**src/design/psd_pkg.sv**
```systemverilog
// types and helpers shared by the pair sorter cells and top level
// no dependencies
`timescale 1ns / 1ps

package psd_pkg;

  localparam int KEY_WIDTH = 32;

  typedef struct packed {
    logic signed [KEY_WIDTH-1:0] primary_key;
    logic signed [KEY_WIDTH-1:0] secondary_key;
    logic                        batch_end;
  } psd_in_t;

  typedef struct packed {
    logic signed [KEY_WIDTH-1:0] out_primary;
    logic signed [KEY_WIDTH-1:0] out_secondary;
    logic                        final_pair;
    logic                        overflowed;
  } psd_out_t;

  typedef struct packed {
    logic signed [KEY_WIDTH-1:0] first;
    logic signed [KEY_WIDTH-1:0] second;
  } pair_t;

  typedef struct packed {
    logic insert;
    logic shift;
    logic valid;
    logic slot;
  } cell_ctrl_t;

  typedef enum logic {
    ST_IDLE,
    ST_DRAIN
  } state_t;

  // x must come before y: ascending first key, descending second key
  function automatic logic goes_before(input pair_t x, input pair_t y);
    logic lt_first;
    logic eq_first;
    logic gt_second;
    lt_first  = $signed(x.first) < $signed(y.first);
    eq_first  = x.first == y.first;
    gt_second = $signed(x.second) > $signed(y.second);
    return lt_first | (eq_first & gt_second);
  endfunction

endpackage

```
**src/design/psd_cell.sv**
```systemverilog
// one cell of the sorting chain: holds one pair, inserts or shifts
// depends on psd_pkg
`timescale 1ns / 1ps

module psd_cell (
  input  logic               clk,
  input  psd_pkg::cell_ctrl_t ctrl,
  input  psd_pkg::pair_t     new_pair,
  input  psd_pkg::pair_t     prev_pair,
  input  logic               prev_bump,
  input  psd_pkg::pair_t     next_pair,
  output psd_pkg::pair_t     pair,
  output logic               bump
);
  import psd_pkg::*;

  assign bump = ctrl.valid & goes_before(new_pair, pair);

  always_ff @(posedge clk) begin
    if (ctrl.insert) begin
      if (prev_bump) begin
        pair <= prev_pair;
      end else if (bump || ctrl.slot) begin
        pair <= new_pair;
      end
    end else if (ctrl.shift) begin
      pair <= next_pair;
    end
  end

endmodule

```
**config.mk**
```make
export PLATFORM = sky130hd
export DESIGN_NAME = psd_cell
export DESIGN_NICKNAME = d
export VERILOG_FILES = /design/src/design/psd_pkg.sv /design/src/design/psd_cell.sv
export SDC_FILE = /design/constraint.sdc
export NUM_CORES = 1
export LEC_CHECK = 0
export BUFFER_PORTS_ARGS = -buffer_cell sky130_fd_sc_hd__clkbuf_2
export CAP_MARGIN = 40
export CORE_MARGIN = 1.5
export CORE_UTILIZATION = 40
export CTS_CLUSTER_SIZE = 40
export DETAILED_ROUTE_END_ITERATION = 8
export GPL_TIMING_DRIVEN = 0
export PLACE_DENSITY = 0.78
export SLEW_MARGIN = 10
export SYNTH_ARGS = -nofsm -noshare
export SYNTH_HDL_FRONTEND = slang
export SYNTH_SLANG_ARGS = --single-unit
```
**constraint.sdc**
```tcl
create_clock -name clk -period 16.3 [get_ports clk]
set_clock_uncertainty 0.2 [all_clocks]
set_input_delay 0 -clock clk [delete_from_list [all_inputs] [get_ports clk]]
set_output_delay 0 -clock clk [all_outputs]
set_load 0.05 [all_outputs]
```
# Yosys cells after proc, flatten, opt, wreduce, memory -nomap -nowiden
# Cells that the tools add are included.
dict set report totals {
  regBits 64
  in_bits 198
  output_inout_bits 65
  elab_cells 16
}
dict set report op_classes {
  magnitude_cmp 2
  eq_ne 2
  mux 4
  bitwise 3
  n_reduce_logical 3
}
# op n
set op_table {}
lappend op_table {{64-bit two-way mux} 4}
lappend op_table {{32-bit equality test} 1}
lappend op_table {{32-bit greater-than comparator} 1}
lappend op_table {{32-bit less-than comparator} 1}
lappend op_table {{3-bit by 1-bit inequality test with 1-bit output (second input constant)} 1}
lappend op_table {{1-bit AND} 2}
lappend op_table {{2-bit AND reduction} 1}
lappend op_table {{2-bit nonzero test} 1}
lappend op_table {{1-bit logical OR} 1}
lappend op_table {{1-bit bitwise OR} 1}

# Longest topological paths before layout
# Gate-level depths: netlist of run 1.
dict set report logic_depth {
  depth_word 8
  depth_mapped 9
  depth_no_buf 9
}

# Worst setup path before layout of run 1
# OpenSTA, ideal clock, no wires.
dict set report synth_path {
  path_type {flip-flop to flip-flop}
  startpoint {register pair[14] in the netlist's numbering}
  endpoint {register pair[0] in the netlist's numbering, enable pin}
  setup_time_ns 0.486
  t_arrival_ns 5.188
  t_required_ns 15.614
  path_slack_ns 10.426
  stages_incl_launch_ff 10
  n_path_buf 0
  period_less_slack_ns 5.874
  cell_sequence {edfxtp_1 -> inv_1 -> ha_1 -> a21oi_1 -> nand2_1 -> a221o_1 -> or3_1 -> a2111oi_1 -> a2111oi_0 -> nor2_1}
}
dict set report synth_via {
  elab_chain_cells 7
}
# item line_no
set synth_rtl {}
lappend synth_rtl {{start, declared} psd_cell.sv:12} ;# output psd_pkg::pair_t pair,
lappend synth_rtl {{start signal, assigned} psd_cell.sv:22} ;# pair <= prev_pair;
lappend synth_rtl {{start signal, assigned} psd_cell.sv:24} ;# pair <= new_pair;
lappend synth_rtl {{start signal, assigned} psd_cell.sv:27} ;# pair <= next_pair;
lappend synth_rtl {{32-bit greater-than comparator} psd_pkg.sv:46} ;# gt_second = $signed(x.second) > $signed(y.second);
lappend synth_rtl {{1-bit AND} psd_pkg.sv:47} ;# return lt_first | (eq_first & gt_second);
lappend synth_rtl {{1-bit bitwise OR} psd_pkg.sv:47}
lappend synth_rtl {{1-bit AND} psd_cell.sv:17} ;# assign bump = ctrl.valid & goes_before(new_pair, pair);
lappend synth_rtl {{1-bit logical OR} psd_cell.sv:23} ;# end else if (bump || ctrl.slot) begin
lappend synth_rtl {{3-bit by 1-bit inequality test with 1-bit output (no line)} n/a}
lappend synth_rtl {{2-bit AND reduction (no line)} n/a}
# Every way passes these cells.
# A chain may end at the register's enable or synchronous reset.

# Worst setup path in the final report of run 1
dict set report layout_path {
  startpoint {register pair[31] in the netlist's numbering}
  endpoint {register pair[34] in the netlist's numbering, enable pin}
}
# Same word-level chain as after synthesis.

==> run_results.csv, run 1 <==
group,metric,value,unit
timing,slew_headroom,0.456,
layout,syn_to_final_growth,63.0,%
layout,num_antenna_cells,0,
pwr,p_leak,4.09,nW
timing,max_clock_freq,266,MHz
worst_setup_path,crit_arrival,3.64,ns
global_route,grt_max_degree,31,
layout,top_register,"pair",
yosys,synth.yosys.warnings,0,
detailed_routing,routed_via_density,5.18,
pwr,p_per_area,78.5,nW/um^2
die,initial_utilization,0.408,
worst_setup_path,endpoint_kind,"flip-flop",
clock_tree,clkLatencyLatePin,0.33,ns
global_route,grt_usage,0.274,
yosys,ys_seq_elements,64,
yosys,ys.flop_type,"edfxtp_1",
layout,largest_register_ffs,64,
global_route,grt-ovfl-total,0,
worst_setup_path,reg2reg_depth,10,
worst_hold_path,min_path_type,"in2reg",
worst_setup_path,r2r_end,"pair[34]",
clock_tree,cts_tree,"yes",
layout,top_regs,"pair: 64 flops",
timing,timing.final.crit_share,0.231,
die,die_area,12900,sq um
detailed_routing,totalWireLength,17600,microns
clock_tree,clkSinkCount,64,
global_route,grt_first_pass_wirelength,27400,microns
clock_tree,htreeDepth,3,
timing,rsz0062_at_grt,"no",
clock_tree,numCtsBuffers,9,
detailed_routing,drt-initial-drc-count,285,
placement,dpl_cell_area,6430,sq um
pwr,switchingPower,0.000224,W
yosys,syn_area,4880,sq um
yosys,yosysUniqueCellTypes,33,
die,core_area,12000,sq um
worst_setup_path,r2r_slack,12.53,ns
placement,place_congestion,0.837,
pwr,power.internal,0.000401,W
detailed_routing,vias,5530,
clock_tree,clock_path_buffers,2,
die,die_w,113,microns
global_route,grt_pass1_vias,5666,
yosys,synth_edf_count,64,
timing,setup_tns,0,ns
job,drv_cap,0,
pwr,peakVddDrop,0.0000579,V
layout,design_area,7960,sq um
die,fp-row-count,40,
pwr,combPwrFrac,0.387,
die,num_io_pins,263,
clock_tree,root_buffer,"clkbuf_16",
yosys,synth_cells,514,
timing,worstMarginPinSlew,0.817,ns
run_status,status,"complete, no violations",
worst_setup_path,critPathLaunchType,"flip-flop",
layout,stdcell_count,1067,
detailed_routing,firstDrtPassIters,7,
pwr,clockPowerShare,0.270,
worst_setup_path,crit_end,"pair[34]",
detailed_routing,drtAntennaViolNets,0,
timing,min_period,3.77,ns
clock_tree,path_clk_slew,0.05,ns
timing,report.final.hold_viol_count,0,
die,die_height,113,microns
placement,io_buffers,261,
worst_setup_path,crit_fanout,30,
layout,fin_nets,1179,
yosys,yosys.area.top_type,"edfxtp_1",
yosys,syn_avg_cell_area,9.50,sq um
timing,holdWs,0.125,ns
global_route,antenna_found_initial,0,
pwr,power_frac_seq,0.343,
timing,slew_viol_final,0,
yosys,synth_common_cells,"88 x a21oi_1, 68 x nor2_1, 67 x inv_1",
placement,post-place-cells,925,
timing,finalSetupViolCount,0,
worst_setup_path,crit_path_start,"pair[31]",
detailed_routing,drc,0,
yosys,yosysMostFrequentCell,"a21oi_1",
pwr,power,0.000625,W
yosys,synth_area_leaders,"edfxtp_1 39%, ha_1 16%, mux2i_1 13%, a21oi_1 9.0%, nor2_1 5.2%",
layout,drive_above_1_share,0.300,
yosys,ys_seq_area_frac,0.394,
placement,dp_hpwl,12100,microns
yosys,syn-num-nets,776,
worst_setup_path,crit_type,"reg2reg",
yosys,async_flop_share,0,
yosys,synth_top_area_frac,0.394,
pwr,switching_share,0.358,
worst_setup_path,crit_required,16.18,ns
detailed_routing,drt-wirelength-per-cell,16.5,microns
worst_setup_path,reg2reg_from,"pair[31]",
## per-stage QoR
| step | setup slack (ns) | util |
|---|---|---|
| after global placement | 9.06 | 0.533 |
| after detailed placement | 12.62 | 0.538 |
| final | 12.53 | 0.665 |
| after floorplan | 10.43 | - |
| after CTS | 12.58 | 0.665 |
| after global routing | 12.36 | 0.665 |
## cell families (layout without fill, tap and decap cells)
| family | Yosys count | count (layout) | share of synthesized area |
|---|---|---|---|
| AOI/OAI and AO/OA | 118 | 118 | 0.138 |
| and+or+nand+nor | 115 | 115 | 0.105 |
| buffers and inverters | 89 | 495 | 0.0684 |
| adders and majority gates | 64 | 64 | 0.164 |
| muxes | 64 | 64 | 0.131 |
| DFF | 64 | 64 | 0.394 |
## timing repair
action | CTS | global route
gates resized for setup | 0 | 0
hold endpoints to repair | 64 | 0
setup buffers | 0 | 0
endpoints found under the setup margin | 0 | 0
hold buffers | 128 | 0
## power by group through the flow
stage / sequential [W] / clock, W / combinational [W]
after floorplan: 0.000277 / 0 / 0.0000764
after global placement: 0.000218 / 0 / 0.000199
after detailed placement: 0.000217 / 0 / 0.000205
after CTS: 0.000214 / 0.000170 / 0.000237
after global routing: 0.000216 / 0.000179 / 0.000261
final: 0.000214 / 0.000169 / 0.000242
## critical path: stages, from the launching register on
cell and delay, ns:
edfxtp_1 0.34, inv_1 0.05, ha_1 0.35, nand4_1 0.16
or3_1 0.45, or3_1 0.40, o311ai_2 0.32, nor2_1 0.10
a2111oi_0 0.71, nor2_4 0.18, buf_12 0.23
## worst min-delay path by stage
stage	endpoint	depth (start not counted)	startpoint	slack, ns
6_report	pair[20]	4	ctrl[1]	0.12
5_1_grt	pair[21]	4	ctrl[1]	0.14
4_1_cts	pair[20]	4	ctrl[1]	0.11
3_5_place_dp	pair[37]	3	next_pair[37]	0.12
3_3_place_gp	pair[35]	3	next_pair[35]	0.12
2_1_floorplan	pair[0]	2	next_pair[0]	0.03
## cell type report
type,count,area [sq um]
buffer,22,82.6
clock buffer,12,236
clock inverter,2,8.76
fill,923,4000
inverter,67,251
multi-input combinational,361,2640
sequential,64,1920
tap,147,184
timing repair buffer,392,2640
## layout by cell type, fill, tap and decap left out, types with 2 or more instances in the layout
master	count
a2111oi_0	2
clkbuf_16	9
nor2_1	67
edfxtp_1	64
nand2_1	13
or3_1	3
nand3_1	8
o21ai_0	5
buf_12	2
a221oi_1	3
clkbuf_1	21
a21o_1	8
nand4_1	14
a21oi_1	88
ha_1	64
nor2b_1	2
o211ai_1	3
buf_1	4
clkbuf_2	261
dlygate4sd3_1	128
mux2i_1	64
inv_1	67
nor4_1	2
## metal layers
layer	GRT usage	vias to the layer above	part of all wire
met3	0.0494	45	0.053
met1	0.307	2577	0.40
met2	0.508	236	0.52
met4	0.119	0	0.027
li1	-	2672	-
met5	0	-	0
Note: power is estimated with default switching activity, not from simulation.
==> run 2: changes to the inputs <==
--- a/config.mk
+++ b/config.mk
@@ -12,7 +12,7 @@
 export CTS_CLUSTER_SIZE = 40
 export DETAILED_ROUTE_END_ITERATION = 8
 export GPL_TIMING_DRIVEN = 0
-export PLACE_DENSITY = 0.78
+export PLACE_DENSITY = 0.81
 export SLEW_MARGIN = 10
 export SYNTH_ARGS = -nofsm -noshare
 export SYNTH_HDL_FRONTEND = slang
==> constraint.sdc (replaced) <==
create_clock -name clk -period 3.15 [get_ports clk]
set_clock_uncertainty 0.2 [all_clocks]
set_input_delay 0 -clock clk [delete_from_list [all_inputs] [get_ports clk]]
set_output_delay 0 -clock clk [all_outputs]
set_load 0.05 [all_outputs]
==> run_results.csv, run 2 (synthesized netlist as in run 1, its figures left out) <==
group,metric,value,unit
run_status,status,"finished, violations left",
run_status,violations,"setup timing",
pwr,p_leak,4.24,nW
global_route,antenna_found_initial,0,
layout,syn_to_final_growth,71.7,%
layout,fin_nets,1197,
worst_setup_path,r2r_slack,-0.04,ns
clock_tree,cts_tree,"yes",
timing,timing.final.crit_share,1.01,
die,die_height,113,microns
pwr,p_per_area,405,nW/um^2
detailed_routing,vias,5699,
layout,stdcell_count,1087,
timing,slew_viol_final,0,
job,drv_cap,0,
global_route,grt_first_pass_wirelength,29300,microns
detailed_routing,drc,0,
detailed_routing,drt-wirelength-per-cell,17.9,microns
die,fp-row-count,40,
clock_tree,clkLatencyLatePin,0.33,ns
placement,post-place-cells,925,
layout,final_cell_mix,"260 x clkbuf_2, 128 x dlygate4sd3_1, 88 x a21oi_1",
layout,top_regs,"pair: 64 flops",
global_route,grt_use_met2,0.553,
global_route,grt_use_met1,0.300,
worst_setup_path,reg2reg_depth,11,
worst_setup_path,critPathLaunchType,"flip-flop",
worst_setup_path,crit_required,3.05,ns
detailed_routing,drt-initial-drc-count,336,
timing,max_clock_freq,313,MHz
placement,place_congestion,0.841,
timing,slew_headroom,0.419,
die,die_w,113,microns
timing,holdWs,0.149,ns
detailed_routing,totalWireLength,19500,microns
worst_setup_path,reg2reg_from,"pair[30]",
timing,worstMarginPinSlew,0.871,ns
global_route,grt-busiest-layer,"met2",
die,initial_utilization,0.408,
clock_tree,root_buffer,"clkbuf_16",
worst_setup_path,crit_path_start,"pair[30]",
placement,dp_hpwl,12400,microns
detailed_routing,routed_via_density,5.24,
clock_tree,htreeDepth,3,
global_route,grt_max_degree,15,
timing,worst_slack,-0.0400,ns
pwr,power,0.00339,W
worst_hold_path,min_path_type,"in2out",
die,core_area,12000,sq um
clock_tree,clock_path_buffers,2,
global_route,grt-ovfl-total,0,
worst_setup_path,crit_arrival,3.09,ns
global_route,grt_usage,0.294,
die,die_area,12900,sq um
clock_tree,path_clk_slew,0.06,ns
die,num_io_pins,263,
placement,io_buffers,261,
layout,fillers,843,
worst_setup_path,crit_type,"reg2reg",
detailed_routing,drtAntennaViolNets,0,
timing,finalSetupViolCount,58,
worst_setup_path,crit_end,"pair[37]",
worst_setup_path,crit_fanout,8,
timing,min_period,3.19,ns
global_route,use_met3,0.0696,
worst_setup_path,r2r_end,"pair[37]",
layout,final_common_cell,"clkbuf_2",
timing,setup_tns,-1.76,ns
layout,num_antenna_cells,0,
timing,report.final.hold_viol_count,0,
clock_tree,numCtsBuffers,9,
worst_setup_path,endpoint_kind,"flip-flop",
clock_tree,clkSinkCount,64,
layout,top_register,"pair",
layout,drive_above_1_share,0.335,
timing,rsz0062_at_grt,"yes",
layout,largest_register_ffs,64,
pwr,peakVddDrop,0.000269,V
global_route,grt_pass1_vias,6126,
detailed_routing,firstDrtPassIters,6,
run 2: cell types whose count changed in the layout (fill, tap and decap cells not counted), moves of 4 or more:
cell,previous run,this run
clkinv_1,1,5
ha_4,0,6
buf_16,0,4
buf_4,0,11
inv_1,67,62
inv_2,0,5
ha_1,64,58
run 2: report_power, final:
part           internal, W  leakage, nW  switching [W]
Clock             0.000516        0.127       0.000382
Sequential         0.00106        0.630      0.0000493
Combinational     0.000571         3.49       0.000816
Total              0.00215         4.24        0.00125
run 2: final cells by class:
class	count	area, sq um	area share
Buffer	22	82.6	0.00985
Clock buffer	9	225	0.0269
Clock inverter	7	28.8	0.00343
Inverter	67	251	0.0300
Multi-Input combinational cell	361	2800	0.334
Sequential cell	64	1920	0.229
Tap cell	147	184	0.0219
Timing Repair Buffer	410	2890	0.345
run 2: worst max-delay path, stage by stage (launching register included):
cell       delay [ns]
edfxtp_1         0.37
inv_2            0.06
ha_4             0.26
nand4_1          0.13
or3_4            0.36
or3_4            0.35
o311ai_4         0.33
nor2_2           0.11
a2111oi_4        0.35
nor2_4           0.11
buf_12           0.17
buf_12           0.14
run 2: how the worst min path moves through the flow:
stage	from	end	depth (start not counted)
2_1_floorplan	next_pair[0]	pair[0]	2
3_3_place_gp	next_pair[0]	pair[0]	3
3_5_place_dp	next_pair[16]	pair[16]	3
4_1_cts	ctrl[1]	bump	3
5_1_grt	ctrl[1]	bump	3
6_report	ctrl[1]	bump	3
run 2: through the flow:
step                 util  setup slack (ns)  area [sq um]
global route        0.701            -0.109          8380
finish              0.701           -0.0400          8380
CTS                 0.695           -0.0145          8310
detailed placement  0.542            -0.474          6480
global placement    0.538             -1.44          6430
floorplan               -            -0.697          4940
run 2: per-layer routing:
layer / up-vias / routed length [microns]
met5: - / 0
met3: 70 / 1260
li1: 2695 / -
met2: 285 / 9950
met4: 0 / 845
met1: 2649 / 7400
run 2: timing repair:
| item | in CTS | in global routing |
|---|---|---|
| resized for setup | 19 | 8 |
| cloned | 4 | 1 |
| endpoints found under the setup margin | 65 | 65 |
| pin swaps | 12 | 6 |
| buffers inserted | 9 | 4 |
| endpoints found under the hold margin | 64 | 0 |
| hold buffers | 128 | 0 |
==> run 3: changes to the inputs <==
--- a/config.mk
+++ b/config.mk
@@ -13,6 +13,7 @@
 export DETAILED_ROUTE_END_ITERATION = 8
 export GPL_TIMING_DRIVEN = 0
 export PLACE_DENSITY = 0.81
+export RECOVER_POWER = 100
 export SLEW_MARGIN = 10
 export SYNTH_ARGS = -nofsm -noshare
 export SYNTH_HDL_FRONTEND = slang
==> run_results.csv, run 3 (synthesized netlist as in run 1, its figures left out) <==
group,metric,value,unit
detailed_routing,vias,5756,
pwr,combPwrFrac,0.405,
worst_hold_path,min_path_type,"in2out",
layout,top_register,"pair",
timing,report.final.hold_viol_count,0,
worst_setup_path,crit_type,"reg2reg",
run_status,violations,"setup timing",
placement,place_congestion,0.841,
layout,num_antenna_cells,0,
worst_setup_path,crit_fanout,8,
timing,min_period,3.19,ns
layout,final_cell_mix,"195 x clkbuf_2, 128 x dlygate4sd3_1, 88 x a21oi_1",
worst_setup_path,critPathLaunchType,"flip-flop",
layout,design_area,8300,sq um
die,core_area,12000,sq um
layout,top_regs,"pair: 64 flops",
die,die_height,113,microns
worst_setup_path,crit_required,3.04,ns
global_route,grt_first_pass_wirelength,29300,microns
worst_setup_path,critPathSlowestCell,"edfxtp_1",
placement,io_buffers,261,
pwr,switching_share,0.370,
die,fp-row-count,40,
pwr,p_per_area,406,nW/um^2
timing,setup_tns,-1.90,ns
pwr,p_leak,4.05,nW
detailed_routing,drc,0,
global_route,grt_pass1_vias,6126,
clock_tree,numCtsBuffers,9,
layout,finish.utilization,0.694,
layout,largest_register_ffs,64,
global_route,grt_usage,0.294,
clock_tree,root_buffer,"clkbuf_16",
placement,post-place-cells,925,
layout,fin_nets,1197,
clock_tree,clkLatencyLatePin,0.33,ns
clock_tree,clock_path_buffers,2,
placement,dpl_cell_area,6480,sq um
pwr,switchingPower,0.00125,W
timing,rsz0062_at_grt,"yes",
worst_setup_path,endpoint_kind,"flip-flop",
layout,stdcell_count,1087,
worst_setup_path,critPathMaxStageDelay,0.37,ns
run_status,status,"finished, violations left",
global_route,grt_max_degree,15,
global_route,grt-ovfl-total,0,
detailed_routing,routed_via_density,5.30,
timing,worstMarginPinSlew,0.853,ns
timing,slew_viol_final,0,
die,die_area,12900,sq um
pwr,power.internal,0.00212,W
global_route,antenna_found_initial,0,
timing,finalSetupViolCount,58,
worst_hold_path,hold_depth,3,
worst_setup_path,crit_arrival,3.09,ns
clock_tree,htreeDepth,3,
timing,slew_headroom,0.432,
worst_hold_path,whs_endpoint,"bump",
layout,drive_above_1_share,0.266,
job,drv_cap,0,
die,die_w,113,microns
clock_tree,clkSinkCount,64,
clock_tree,path_clk_slew,0.06,ns
timing,worst_slack,-0.0419,ns
layout,syn_to_final_growth,70.0,%
clock_tree,cts_tree,"yes",
detailed_routing,drtAntennaViolNets,0,
pwr,clockPowerShare,0.266,
worst_setup_path,r2r_end,"pair[37]",
timing,timing.final.crit_share,1.01,
pwr,power_frac_seq,0.329,
detailed_routing,firstDrtPassIters,7,
placement,dp_hpwl,12400,microns
die,num_io_pins,263,
pwr,peakVddDrop,0.000269,V
detailed_routing,totalWireLength,19500,microns
worst_setup_path,r2r_slack,-0.04,ns
worst_setup_path,reg2reg_from,"pair[30]",
die,initial_utilization,0.408,
worst_setup_path,crit_chain,"inv_2 -> ha_4 -> nand4_1 -> or3_4 -> or3_4 -> o311ai_4 -> nor2_2 -> a2111oi_4 -> nor2_4 -> buf_12 -> buf_12",
timing,max_clock_freq,313,MHz
detailed_routing,drt-initial-drc-count,378,
detailed_routing,drt-wirelength-per-cell,18.0,microns
worst_setup_path,reg2reg_depth,11,
layout,final_common_cell,"clkbuf_2",
worst_hold_path,hp-start,"ctrl[1]",
## run 3: changes by cell type in the layout (fill, tap and decap cells not counted), sizes merged
cell | before | now
buf | 25 | 24
clkbuf | 288 | 289
## run 3: worst max path at each step
stage / startpoint / endpoint / slack (ns) / depth (start not counted)
2_1_floorplan: pair[5] / pair[0] / -0.70 / 9
3_3_place_gp: pair[63] / pair[43] / -1.44 / 8
3_5_place_dp: pair[31] / pair[41] / -0.47 / 10
4_1_cts: pair[30] / pair[32] / -0.01 / 11
5_1_grt: pair[31] / pair[32] / -0.11 / 11
6_report: pair[30] / pair[37] / -0.04 / 11
## run 3: through the flow
stage               power, W  hold WS [ns]  setup slack (ns)
finish               0.00337         0.151           -0.0419
global route         0.00351         0.161            -0.109
CTS                  0.00333         0.154           -0.0145
detailed placement   0.00221         0.123            -0.474
global placement     0.00217         0.117             -1.44
floorplan            0.00184        0.0256            -0.697
## run 3: critical path, delay by kind of cell (launching register included)
family,cells,cell delay (ns)
AOI/OAI and AO/OA,2,0.69
adders and majority gates,1,0.26
buffers and inverters,3,0.37
DFF,1,0.37
and+or+nand+nor,5,1.05
## run 3: area by class of cell
type                       count  area, sq um
clock inverter                 7         28.8
buffer                        22         82.6
tap                          147          184
clock buffer                   9          225
multi-input combinational    361         2800
timing repair buffer         410         2810
sequential                    64         1920
fill                         889         3660
inverter                      67          251
## run 3: power by group through the flow
stage	clock network [W]	logic [W]	registers, W
after floorplan	0	0.000410	0.00143
after detailed placement	0	0.00108	0.00112
after global placement	0	0.00105	0.00112
final	0.000896	0.00137	0.00111
after CTS	0.000898	0.00132	0.00110
after global routing	0.000941	0.00146	0.00112
## run 3: what timing repair did
| action | in CTS | in global routing |
|---|---|---|
| hold buffers | 128 | 0 |
| endpoints found under the setup margin | 65 | 65 |
| gates cloned | 4 | 1 |
| resized for setup | 19 | 8 |
| setup buffers | 9 | 4 |
| pin swaps | 12 | 6 |
| hold endpoints to repair | 64 | 0 |
## run 3: layer usage
layer | GRT usage | vias up | routed length, microns | share of wire
met5 | 0 | - | 0 | 0
met4 | 0.153 | 0 | 842 | 0.043
met3 | 0.0696 | 70 | 1380 | 0.071
met2 | 0.553 | 295 | 9980 | 0.51
met1 | 0.300 | 2685 | 7320 | 0.37
li1 | - | 2706 | - | -
